==> src/design/assert_macros.svh <==
// Assertion macros shared by the encoder modules.
// Included by every file that checks its own logic; no other dependencies.
`ifndef ASSERT_MACROS_SVH
`define ASSERT_MACROS_SVH
`ifndef SYNTHESIS
// Checked at every clock edge outside reset.
`define ASSERT_CHK(lbl, clk, rst, prop, msg) \
  lbl: assert property (@(posedge clk) disable iff (rst) (prop)) else $error(msg);
// Checked at every clock edge, reset included.
`define ASSERT_ALL(lbl, clk, prop, msg) \
  lbl: assert property (@(posedge clk) (prop)) else $error(msg);
`else
`define ASSERT_CHK(lbl, clk, rst, prop, msg)
`define ASSERT_ALL(lbl, clk, prop, msg)
`endif
`endif

==> src/design/u16enc_pkg.sv <==
// Types and constants of the UTF-16 to charset encoder.
// Used by the front, queue, back and top-level modules; depends on nothing.
package u16enc_pkg;

  localparam logic [1:0] MODE_UTF8   = 2'd0;
  localparam logic [1:0] MODE_ASCII  = 2'd1;
  localparam logic [1:0] MODE_LATIN1 = 2'd2;

  localparam logic [1:0] ST_OK          = 2'd0;
  localparam logic [1:0] ST_UNMAPPABLE  = 2'd1;
  localparam logic [1:0] ST_BAD_SURR    = 2'd2;

  localparam logic [15:0] ASCII_MAX  = 16'd127;
  localparam logic [15:0] LATIN1_MAX = 16'd255;

  // One encoded character: up to four bytes, byte 0 goes out first.
  typedef struct packed {
    logic [3:0][7:0] bytes;
    logic [1:0]      last_idx;  // index of the final byte
    logic [1:0]      status;
    logic            str_last;  // final byte also ends the string
  } job_t;

endpackage

==> src/design/u16enc_front.sv <==
// Front end: takes code units, tracks surrogate and error state, builds byte jobs.
// Depends on u16enc_pkg and assert_macros.svh.
`include "assert_macros.svh"
module u16enc_front (
  input  logic             clk,
  input  logic             rst,
  input  logic             cfg_wr_en,
  input  logic [1:0]       cfg_wr_data,
  input  logic             accept,
  input  logic [15:0]      code_unit,
  input  logic             last_unit,
  output logic             push,
  output u16enc_pkg::job_t job
);
  import u16enc_pkg::*;

  logic [1:0]  charset_mode;
  logic [9:0]  high_half;
  logic        half_pending;
  logic        error_seen;

  logic        utf;
  logic        is_hi;
  logic        is_lo;
  logic        hold_high;
  logic        pair_done;
  logic [1:0]  st;
  logic [20:0] cp;

  assign utf   = (charset_mode != MODE_ASCII) && (charset_mode != MODE_LATIN1);
  assign is_hi = (code_unit[15:10] == 6'b110110);
  assign is_lo = (code_unit[15:10] == 6'b110111);
  assign cp    = {1'b0, high_half, code_unit[9:0]} + 21'h10000;

  always_comb begin
    st        = ST_OK;
    hold_high = 1'b0;
    pair_done = 1'b0;
    job       = '0;
    if (half_pending && !utf) begin
      st = ST_BAD_SURR;
    end else if (utf) begin
      if (half_pending) begin
        if (is_lo) begin
          pair_done    = 1'b1;
          job.bytes[0] = {5'b11110, cp[20:18]};
          job.bytes[1] = {2'b10, cp[17:12]};
          job.bytes[2] = {2'b10, cp[11:6]};
          job.bytes[3] = {2'b10, cp[5:0]};
          job.last_idx = 2'd3;
        end else begin
          st = ST_BAD_SURR;
        end
      end else if (is_hi) begin
        if (last_unit) st = ST_BAD_SURR;
        else           hold_high = 1'b1;
      end else if (is_lo) begin
        st = ST_BAD_SURR;
      end else if (code_unit < 16'h0080) begin
        job.bytes[0] = code_unit[7:0];
        job.last_idx = 2'd0;
      end else if (code_unit < 16'h0800) begin
        job.bytes[0] = {3'b110, code_unit[10:6]};
        job.bytes[1] = {2'b10, code_unit[5:0]};
        job.last_idx = 2'd1;
      end else begin
        job.bytes[0] = {4'b1110, code_unit[15:12]};
        job.bytes[1] = {2'b10, code_unit[11:6]};
        job.bytes[2] = {2'b10, code_unit[5:0]};
        job.last_idx = 2'd2;
      end
    end else if (charset_mode == MODE_ASCII) begin
      if (code_unit > ASCII_MAX) st = ST_UNMAPPABLE;
      else                       job.bytes[0] = code_unit[7:0];
    end else begin
      if (code_unit > LATIN1_MAX) st = ST_UNMAPPABLE;
      else                        job.bytes[0] = code_unit[7:0];
    end

    if (st != ST_OK) begin
      job          = '0;
      job.status   = st;
      job.str_last = 1'b1;
    end else begin
      job.status   = ST_OK;
      job.str_last = last_unit;
    end
  end

  assign push = accept && !error_seen && !hold_high;

  always_ff @(posedge clk) begin
    if (rst) begin
      charset_mode <= MODE_UTF8;
      high_half    <= '0;
      half_pending <= 1'b0;
      error_seen   <= 1'b0;
    end else begin
      if (cfg_wr_en) charset_mode <= cfg_wr_data;
      if (accept) begin
        if (error_seen) begin
          if (last_unit) error_seen <= 1'b0;
        end else if (st != ST_OK) begin
          half_pending <= 1'b0;
          high_half    <= '0;
          error_seen   <= !last_unit;
        end else if (hold_high) begin
          high_half    <= code_unit[9:0];
          half_pending <= 1'b1;
        end else if (pair_done) begin
          half_pending <= 1'b0;
        end
      end
    end
  end

  `ASSERT_CHK(a_no_push_swallowed, clk, rst,
    accept && error_seen |-> !push, "front pushed a job while swallowing a string")
  `ASSERT_CHK(a_err_after_mode, clk, rst,
    push && half_pending && !utf |-> job.status == ST_BAD_SURR,
    "pending high half in a byte mode did not give a surrogate error")

endmodule

==> src/design/u16enc_fifo.sv <==
// Short job queue between the front and back ends.
// Depends on u16enc_pkg for the job type and on assert_macros.svh.
`include "assert_macros.svh"
module u16enc_fifo #(
  parameter int DEPTH = 4
) (
  input  logic             clk,
  input  logic             rst,
  input  logic             push,
  input  u16enc_pkg::job_t wr_job,
  input  logic             pop,
  output u16enc_pkg::job_t rd_job,
  output logic             full,
  output logic             not_empty
);
  import u16enc_pkg::*;

  localparam int PTR_W = (DEPTH > 1) ? $clog2(DEPTH) : 1;
  localparam int CNT_W = $clog2(DEPTH + 1);
  localparam logic [PTR_W-1:0] PTR_LAST = PTR_W'(DEPTH - 1);
  localparam logic [CNT_W-1:0] CNT_FULL = CNT_W'(DEPTH);

  job_t             slots [DEPTH];
  logic [PTR_W-1:0] wr_ptr;
  logic [PTR_W-1:0] rd_ptr;
  logic [CNT_W-1:0] count;

  assign full      = (count == CNT_FULL);
  assign not_empty = (count != '0);
  assign rd_job    = slots[rd_ptr];

  always_ff @(posedge clk) begin
    if (push) slots[wr_ptr] <= wr_job;
  end

  always_ff @(posedge clk) begin
    if (rst) begin
      wr_ptr <= '0;
      rd_ptr <= '0;
      count  <= '0;
    end else begin
      if (push) wr_ptr <= (wr_ptr == PTR_LAST) ? '0 : wr_ptr + 1'b1;
      if (pop)  rd_ptr <= (rd_ptr == PTR_LAST) ? '0 : rd_ptr + 1'b1;
      if (push && !pop)      count <= count + 1'b1;
      else if (pop && !push) count <= count - 1'b1;
    end
  end

  `ASSERT_CHK(a_no_overflow, clk, rst, push |-> !full, "job queue written while full")
  `ASSERT_CHK(a_no_underflow, clk, rst, pop |-> not_empty, "job queue read while empty")
  `ASSERT_ALL(a_count_bound, clk, rst || count <= CNT_FULL, "job queue count beyond depth")

endmodule

==> src/design/u16enc_back.sv <==
// Back end: walks the bytes of each queued job into the output register.
// Depends on u16enc_pkg for the job type and status codes, and on assert_macros.svh.
`include "assert_macros.svh"
module u16enc_back (
  input  logic             clk,
  input  logic             rst,
  input  u16enc_pkg::job_t job,
  input  logic             job_valid,
  output logic             pop,
  output logic             m_tvalid,
  input  logic             m_tready,
  output logic [7:0]       m_tdata,
  output logic [2:0]       m_tuser,
  output logic             m_tlast
);
  import u16enc_pkg::*;

  logic [1:0] idx;
  logic       load;
  logic       final_byte;

  assign load       = job_valid && (!m_tvalid || m_tready);
  assign final_byte = (idx == job.last_idx);
  assign pop        = load && final_byte;

  always_ff @(posedge clk) begin
    if (rst) begin
      m_tvalid <= 1'b0;
      idx      <= '0;
    end else if (load) begin
      m_tvalid <= 1'b1;
      idx      <= final_byte ? 2'd0 : idx + 2'd1;
    end else if (m_tready) begin
      m_tvalid <= 1'b0;
    end
  end

  always_ff @(posedge clk) begin
    if (load) begin
      m_tdata <= job.bytes[idx];
      m_tuser <= {final_byte, job.status};
      m_tlast <= final_byte && job.str_last;
    end
  end

  `ASSERT_CHK(a_err_shape, clk, rst,
    m_tvalid && m_tuser[1:0] != ST_OK |-> m_tdata == 8'd0 && m_tuser[2] && m_tlast,
    "error result is not a single zero byte that ends the string")
  `ASSERT_CHK(a_done_ends_run, clk, rst, m_tvalid && m_tlast |-> m_tuser[2],
    "string end flagged on a byte that does not end its character")

endmodule

==> src/design/utf16_to_charset_encoder.sv <==
// UTF-16 to charset encoder, top level.
// Ties together u16enc_front, u16enc_fifo and u16enc_back; uses u16enc_pkg.
//   The slave stream carries one UTF-16 code unit per transaction in s_tdata,
//   with s_tlast on the final unit of a string. The master stream carries one
//   encoded byte per transaction in m_tdata; m_tuser[1:0] is the status
//   (ok, not mappable, invalid surrogate), m_tuser[2] marks the final byte of
//   a code unit, and m_tlast marks the final byte of the whole string.
//   An error result is one zero byte with both markers set; the consumer drops
//   what it already received for that string, and the rest of the string is
//   swallowed without output.
//   cfg_wr_en/cfg_wr_data write the charset (UTF-8, ASCII, Latin-1; the spare
//   code means UTF-8) and are meant to be used only while the block is idle.
//   The first byte of a unit is registered in the job queue, then in the
//   output register. The output emits one byte per cycle while the receiver
//   is ready; a unit that makes a job gives one to four bytes (three for most
//   BMP text outside ASCII), a high surrogate waiting for its partner none.
//   Units are accepted every cycle while the job queue between front and
//   back has room. When the receiver stalls, the output register holds its
//   byte, the queue fills and s_tready drops. Reset empties the queue and
//   output register, clears the surrogate and error state, and selects UTF-8.
module utf16_to_charset_encoder #(
  parameter int QUEUE_DEPTH = 4
) (
  input  logic        clk,
  input  logic        rst,
  input  logic        cfg_wr_en,
  input  logic [1:0]  cfg_wr_data,   // charset_mode
  input  logic        s_tvalid,
  output logic        s_tready,
  input  logic [15:0] s_tdata,       // [15:0] code_unit
  input  logic        s_tlast,       // last_unit
  output logic        m_tvalid,
  input  logic        m_tready,
  output logic [7:0]  m_tdata,       // [7:0] out_byte
  output logic [2:0]  m_tuser,       // [1:0] status, [2] last_of_run
  output logic        m_tlast        // string_done
);
  import u16enc_pkg::*;

  logic accept;
  logic push;
  logic pop;
  logic full;
  logic not_empty;
  job_t wr_job;
  job_t rd_job;

  // The front only needs queue room; a unit that makes no job still takes
  // a slot's worth of readiness, which keeps the handshake simple.
  assign s_tready = !full;
  assign accept   = s_tvalid && s_tready;

  u16enc_front u_front (
    .clk         (clk),
    .rst         (rst),
    .cfg_wr_en   (cfg_wr_en),
    .cfg_wr_data (cfg_wr_data),
    .accept      (accept),
    .code_unit   (s_tdata),
    .last_unit   (s_tlast),
    .push        (push),
    .job         (wr_job)
  );

  u16enc_fifo #(
    .DEPTH (QUEUE_DEPTH)
  ) u_fifo (
    .clk       (clk),
    .rst       (rst),
    .push      (push),
    .wr_job    (wr_job),
    .pop       (pop),
    .rd_job    (rd_job),
    .full      (full),
    .not_empty (not_empty)
  );

  u16enc_back u_back (
    .clk       (clk),
    .rst       (rst),
    .job       (rd_job),
    .job_valid (not_empty),
    .pop       (pop),
    .m_tvalid  (m_tvalid),
    .m_tready  (m_tready),
    .m_tdata   (m_tdata),
    .m_tuser   (m_tuser),
    .m_tlast   (m_tlast)
  );

endmodule

==> config.mk <==
export PLATFORM = sky130hd
export DESIGN_NAME = utf16_to_charset_encoder
export DESIGN_NICKNAME = d
export VERILOG_FILES = /design/src/design/u16enc_pkg.sv /design/src/design/u16enc_front.sv /design/src/design/u16enc_fifo.sv /design/src/design/u16enc_back.sv /design/src/design/utf16_to_charset_encoder.sv
export VERILOG_INCLUDE_DIRS = /design/src /design/src/design
export SDC_FILE = /design/constraint.sdc
export NUM_CORES = 1
export LEC_CHECK = 0
export ABC_AREA = 1
export BUFFER_PORTS_ARGS = -buffer_cell sky130_fd_sc_hd__clkbuf_2
export CAP_MARGIN = 20
export CORE_MARGIN = 2
export CORE_UTILIZATION = 35
export DETAILED_ROUTE_END_ITERATION = 7
export PLACE_DENSITY = 0.51
export SLEW_MARGIN = 20
export SYNTH_ARGS = -nofsm -noshare
export SYNTH_HDL_FRONTEND = slang
export SYNTH_SLANG_ARGS = --single-unit
==> constraint.sdc <==
create_clock -name clk -period 5 [get_ports clk]
set_clock_uncertainty 0.2 [all_clocks]
set_input_delay 0.5 -clock clk [delete_from_list [all_inputs] [get_ports clk]]
set_output_delay 0.5 -clock clk [all_outputs]
set_load 0.01 [all_outputs]
==> run summary, run 1 <==
Req. time, crit path -> 5.12 ns
drt total wl -> 19400 um
CP Capture Type -> register
total via count in the routed design -> 5277
H-tree level count -> 4
CTS sink cnt -> 170
chip height -> 148 um
Congestion Overflow GR -> 0
# rows -> 52
flop and latch count out of synthesis -> 170
setup repair bufs after CTS -> 0
register share of total power -> 47.1%
CP Max Fanout -> 16
CTS max path bufs -> 2
vias in the first global route -> 4900
WHS -> 0.0904 ns
worst skew pair latency -> 0.43 ns
MaxCap Viol Count -> 0
commonest non-fill, non-tap cell in the layout -> edfxtp_1
commonest cells after routing, fill and taps aside -> 144 x edfxtp_1, 102 x nor2_1, 100 x nand2_1, 88 x o21ai_0, 43 x inv_1
syn nets -> 721
IO Port Bufs -> 37
Tmin final -> 3.19 ns
CTS root buf -> clkbuf_16
initial antenna violation count -> 0
footprint of the multi-input gates -> 2170 um2
DR pass1 iterations -> 4
Cell Count, Final, Fillers Out -> 1007
final net count -> 757
Die ar. -> 22000 um2
unrepaired setup endpoints after global routing -> false
Post-CTS Hold Buffers -> 0
Synth Instances -> 688
clock slew at reported path FFs -> 0.07 ns
Mapped Area -> 7300 um2
Ports -> 38
worst relative slew slack -> 42.9%
initial core utilization -> 35.9%
final hold vios -> 0
Die X -> 148 um
warnings from Yosys -> 0
total global-route track usage -> 18.2%
hpwl dp -> 13200 um
sequential standard cell area -> 4850 um2
Detail Route Antenna Nets -> 0
largest net degree at the start of global routing -> 43
Pleak -> 0.00313 uW
Avg Cell Area, Syn -> 10.6 um2
Power Density -> 479 nW/um2
GPL Wtd Cong -> 0.912
setup TNS -> 0 ns
fin. max-slew vios -> 0
Area Overhead vs Synth -> 15.6%
Setup-failing EPs final -> 0
Worst Path Arrival -> 3.31 ns
TritonCTS clock tree -> built
# DRC -> 0
Via density -> 5.24
switching share of total power -> 31.2%
DR iter-0 viols -> 520
dpl cells -> 975
total core area -> 20400 um2
n_diodes -> 0
Comb power frac -> 22.3%
fmax -> 314 MHz
crit path launch type -> register
post-synth cell types -> 33
share of cells above drive strength 1 -> 13.2%
Final Cycle Share -> 63.8%
sequential fraction of the synthesis area -> 66.3%
VDD IR max -> 0.000248 V
Worst-Margin Slew -> 0.848 ns
status -> complete, no violations
Setup CP Type -> reg2reg
post-DR wirelength/cell -> 19.3 um
Hold WC Path Type -> in2reg
post_cts resized -> 0
Fillers -> 1958
Clk pwr share -> 30.6%
NetSw -> 1260 uW
Pint -> 2780 uW
CTS buffer count -> 17
wire length of the first global-routing pass -> 29500 um
-- cell usage after synthesis --
| cell type | count | area share [%] |
|---|---|---|
| o211ai_1 | 2 | 0.21 |
| clkbuf_1 | 18 | 0.93 |
| buf_1 | 2 | 0.10 |
| buf_2 | 8 | 0.55 |
| xor2_1 | 5 | 0.60 |
| nand3_2 | 1 | 0.14 |
| nand4_1 | 2 | 0.17 |
| a31oi_1 | 3 | 0.26 |
| ha_1 | 8 | 1.4 |
| inv_2 | 7 | 0.36 |
| nor3_2 | 1 | 0.14 |
| nand2_1 | 100 | 5.1 |
| dfxtp_1 | 26 | 7.1 |
| nor3_1 | 7 | 0.48 |
| edfxtp_1 | 144 | 59 |
| o22ai_1 | 20 | 1.7 |
| a21oi_1 | 36 | 2.5 |
| buf_4 | 1 | 0.10 |
| nor2_1 | 106 | 5.4 |
| xnor2_1 | 1 | 0.12 |
| clkinv_1 | 1 | 0.051 |
| o21ai_2 | 1 | 0.12 |
| fa_1 | 1 | 0.27 |
| inv_1 | 43 | 2.2 |
| o21ai_0 | 88 | 6.0 |
| nor2_2 | 2 | 0.17 |
| o21ai_1 | 7 | 0.48 |
| a21boi_1 | 1 | 0.10 |
| o221ai_1 | 12 | 1.4 |
| nand3_1 | 30 | 2.1 |
| buf_6 | 1 | 0.15 |
| a211oi_1 | 1 | 0.10 |
| nand2_2 | 2 | 0.17 |
-- routing by layer --
| metal | track usage (%) | wire length [um] | vias to the layer above |
|---|---|---|---|
| li1 | - | - | 2495 |
| met1 | 25.3 | 8990 | 2585 |
| met2 | 28.4 | 8870 | 167 |
| met3 | 3.96 | 1160 | 30 |
| met4 | 6.38 | 396 | 0 |
| met5 | 0 | 0 | - |
-- registers in the layout (all words and copies together), names as in the netlist, named ones only --
register and count:
u_back.m_tdata 8, u_back.m_tuser 3, u_back.m_tlast 1, u_front.high_half 10, u_front.charset_mode 2, u_front.half_pending 1, u_fifo.slots 132, u_front.error_seen 1
u_fifo.rd_ptr 2, u_fifo.wr_ptr 2, u_back.idx 2, u_fifo.count 3, u_back.m_tvalid 1
-- logic make-up after synthesis --
logic type | after synthesis | share of synthesized area [%]
compound gates | 171 | 12.9
xor+xnor | 6 | 0.720
fa+ha+maj | 9 | 1.65
buf+inv | 81 | 4.46
flops | 170 | 66.3
simple gates | 251 | 13.9
-- metrics by stage --
step	utilization (%)	setup slack (ns)	total power (uW)	cell area, um2
after CTS	41.4	1.79	4080	8440
after global placement	38.1	1.84	2790	7770
after global routing	41.4	1.52	4250	8440
after detailed placement	38.7	1.81	2840	7880
final	41.4	1.81	4040	8440
after floorplan	-	1.88	2460	7300
-- cell type report --
class	count	share of cell area [%]
well taps	270	4.00
clock inverters	11	0.934
clock buffers	21	5.72
inverters	51	2.27
repair buffers	47	3.94
flip-flops and latches	170	57.4
multi-input cells	437	25.7
-- power groups by stage --
stage | registers [uW] | clock network (uW) | logic [uW]
global placement | 1930 | 0 | 862
CTS | 1900 | 1260 | 914
detailed placement | 1930 | 0 | 911
floorplan | 1920 | 0 | 540
global route | 1920 | 1320 | 1010
finish | 1900 | 1240 | 901
-- final timing paths --
path	to	slack (ns)	from	depth (start not counted)
setup / recovery	u_fifo.count[1]$_SDFFE_PP0P_	1.81	u_front.charset_mode[1]$_SDFFE_PP0P_	12
hold / removal	u_front.charset_mode[0]$_SDFFE_PP0P_	0.09	cfg_wr_data[0]	3
setup reg to reg	u_fifo.count[1]$_SDFFE_PP0P_	1.81	u_front.charset_mode[1]$_SDFFE_PP0P_	12
hold reg to reg	u_front.high_half[1]$_SDFFE_PP0P_	0.27	u_front.high_half[1]$_SDFFE_PP0P_	2
-- critical path: stages (launching register included) --
cell and delay (ns):
dfxtp_1 0.31, inv_1 0.05, ha_1 0.60, nand2_1 0.14, nor3_1 0.16, nand2_1 0.12
nand2_1 0.42, inv_1 0.10, ha_1 0.21, inv_1 0.11, fa_1 0.43, o21ai_0 0.18
a21oi_1 0.06
Note: power is estimated with default switching activity, not from simulation.
==> run 2: changes to the inputs <==
--- a/config.mk
+++ b/config.mk
@@ -12,7 +12,7 @@
 export CORE_MARGIN = 2
 export CORE_UTILIZATION = 35
 export DETAILED_ROUTE_END_ITERATION = 7
-export PLACE_DENSITY = 0.51
+export PLACE_DENSITY = 0.52
 export SLEW_MARGIN = 20
 export SYNTH_ARGS = -nofsm -noshare
 export SYNTH_HDL_FRONTEND = slang
==> constraint.sdc (replaced) <==
create_clock -name clk -period 2.8 [get_ports clk]
set_clock_uncertainty 0.2 [all_clocks]
set_input_delay 0.28 -clock clk [delete_from_list [all_inputs] [get_ports clk]]
set_output_delay 0.28 -clock clk [all_outputs]
set_load 0.01 [all_outputs]
==> run summary, run 2 (synthesis gave the netlist of run 1 again) <==
Congestion Overflow GR -> 0 (unchanged)
crit path launch type -> register
Worst-Margin Slew -> 0.739 ns (-0.109 ns)
worst skew pair latency -> 0.42 ns (about the same)
Final Cycle Share -> 89.7% (+26 points)
setup repair bufs after CTS -> 0 (unchanged)
biggest regs -> u_fifo.slots x132, u_front.high_half x10, u_back.m_tdata x8
Via density -> 5.15 (-1.8%)
initial core utilization -> 35.9% (unchanged)
final hold vios -> 0 (unchanged)
Req. time, crit path -> 2.90 ns (-2.22 ns)
vias in the first global route -> 5286 (+7.9%)
IO Port Bufs -> 37 (unchanged)
commonest non-fill, non-tap cell in the layout -> edfxtp_1
total core area -> 20400 um2 (unchanged)
wire length of the first global-routing pass -> 29700 um (+0.63%)
met3 wire length -> 880 um (-24%)
Comb power frac -> 23.6% (+1.3 points)
DR pass1 iterations -> 4 (unchanged)
Die X -> 148 um (unchanged)
status -> complete, no violations
max reg flops -> 132 (unchanged)
min-delay src -> s_tdata[5]
r2r worst-path depth -> 13 (+1)
unrepaired setup endpoints after global routing -> false
Hold EP -> u_front.high_half[5]$_SDFFE_PP0P_
Setup-failing EPs final -> 0 (unchanged)
Detail Route Antenna Nets -> 0 (unchanged)
Fillers -> 1939 (-0.97%)
CTS buffer count -> 17 (unchanged)
GPL Wtd Cong -> 0.890 (-2.4%)
Pint -> 5070 uW (+82%)
# DRC -> 0 (unchanged)
Hold WC Path Type -> in2reg
total global-route track usage -> 18.0% (-0.17 points)
clock slew at reported path FFs -> 0.06 ns (about the same)
setup TNS -> 0 ns (unchanged)
TritonCTS clock tree -> built
CP Max Fanout -> 12 (-4)
total via count in the routed design -> 5317 (+0.76%)
CP Capture Type -> register
Ports -> 38 (unchanged)
VDD IR max -> 0.000438 V (+77%)
final net count -> 783 (+3.4%)
drt total wl -> 19000 um (-1.9%)
FF-to-FF Start -> u_front.half_pending$_SDFFE_PP0P_
DR iter-0 viols -> 393 (-24%)
CTS sink cnt -> 170 (unchanged)
fin. max-slew vios -> 0 (unchanged)
DR top layer -> met4
switching share of total power -> 30.9% (-0.29 points)
# rows -> 52 (unchanged)
met2 wire length -> 8920 um (+0.55%)
CTS max path bufs -> 2 (unchanged)
largest net degree at the start of global routing -> 57 (+33%)
FF-to-FF setup slack -> 0.29 ns (-1.52 ns)
Clk pwr share -> 31.1% (+0.5 points)
Hold Path Depth -> 3 (unchanged)
post-DR wirelength/cell -> 18.4 um (-4.4%)
H-tree level count -> 4 (unchanged)
share of cells above drive strength 1 -> 14.2% (+0.99 points)
Worst R2R End -> u_fifo.count[2]$_SDFFE_PP0P_
Pleak -> 0.00324 uW (+3.3%)
Die ar. -> 22000 um2 (unchanged)
n_diodes -> 0 (unchanged)
initial antenna violation count -> 0 (unchanged)
final core occ -> 42.6% (+1.2 points)
worst relative slew slack -> 50.6% (+7.7 points)
register share of total power -> 45.2% (-1.9 points)
chip height -> 148 um (unchanged)
Area Overhead vs Synth -> 18.8%
fmax -> 398 MHz (+27%)
commonest cells after routing, fill and taps aside -> 144 x edfxtp_1, 102 x nor2_1, 100 x nand2_1, 88 x o21ai_0, 43 x inv_1
CTS root buf -> clkbuf_16
largest register by flop count -> u_fifo.slots
Setup CP Type -> reg2reg
Power Density -> 845 nW/um2 (+76%)
hpwl dp -> 12600 um (-4.3%)
M1 WL -> 8950 um (-0.43%)
MaxCap Viol Count -> 0 (unchanged)
Worst Path Arrival -> 2.62 ns (-0.69 ns)
Tmin final -> 2.51 ns (-0.675 ns)
NetSw -> 2270 uW (+80%)
-- run 2: area by class of cell --
class / instances / area, um2 / share of cell area [%]
clock buffer: 22 / 508 / 5.86
clock inverter: 10 / 81.3 / 0.937
inverter: 51 / 191 / 2.21
multi-input combinational: 437 / 2170 / 25.0
sequential: 170 / 4850 / 55.9
tap: 270 / 338 / 3.89
timing repair buffer: 73 / 543 / 6.26
-- run 2: worst max-delay path by stage --
stage | start | end | slack [ns]
6_report | u_front.half_pending$_SDFFE_PP0P_ | u_fifo.count[2]$_SDFFE_PP0P_ | 0.29
5_1_grt | u_front.half_pending$_SDFFE_PP0P_ | u_fifo.count[2]$_SDFFE_PP0P_ | 0.06
4_1_cts | u_front.half_pending$_SDFFE_PP0P_ | u_fifo.count[2]$_SDFFE_PP0P_ | 0.32
3_5_place_dp | u_front.half_pending$_SDFFE_PP0P_ | u_fifo.count[2]$_SDFFE_PP0P_ | 0.33
3_3_place_gp | u_front.half_pending$_SDFFE_PP0P_ | u_fifo.count[2]$_SDFFE_PP0P_ | 0.36
2_1_floorplan | u_front.charset_mode[1]$_SDFFE_PP0P_ | u_fifo.slots[0][0]$_DFFE_PP_ | -0.32
-- run 2: critical path, stage by stage (launching register included) --
cell,delay [ns]
dfxtp_1,0.52
inv_2,0.18
nand2_1,0.12
nor3_1,0.05
nand2_1,0.11
nand2_1,0.08
inv_1,0.06
ha_1,0.14
inv_1,0.07
fa_1,0.38
a21oi_1,0.14
o21ai_0,0.11
o21ai_0,0.18
a21oi_1,0.06
-- run 2: what timing repair did --
action / CTS / global route
hold buffers: 15 / 0
hold endpoints to repair: 12 / 0
resized for setup: 0 / 0
-- run 2: stage by stage --
stage | total power [uW] | hold slack (ns) | area, um2 | setup WS [ns] | instances
after floorplan | 4390 | 0.149 | 7310 | -0.319 | 688
after global placement | 5070 | 0.249 | 7940 | 0.360 | 986
after detailed placement | 5110 | 0.255 | 7940 | 0.330 | 986
after CTS | 7390 | 0.00399 | 8680 | 0.318 | 1033
after global routing | 7730 | 0.0196 | 8680 | 0.0586 | 1033
final | 7330 | 0.0183 | 8680 | 0.287 | 1033
-- run 2: power groups by stage --
stage,sequential (uW),combinational (uW),clock (uW)
4_1_cts,3320,1760,2320
2_1_floorplan,3420,971,0
5_1_grt,3350,1950,2430
3_3_place_gp,3370,1700,0
3_5_place_dp,3370,1730,0
6_report,3320,1730,2280
-- run 2: layer usage --
metal | track usage [%] | vias up
met5 | 0 | -
met4 | 6.52 | 0
met3 | 2.88 | 25
met2 | 28.7 | 164
met1 | 25.2 | 2581
li1 | - | 2547
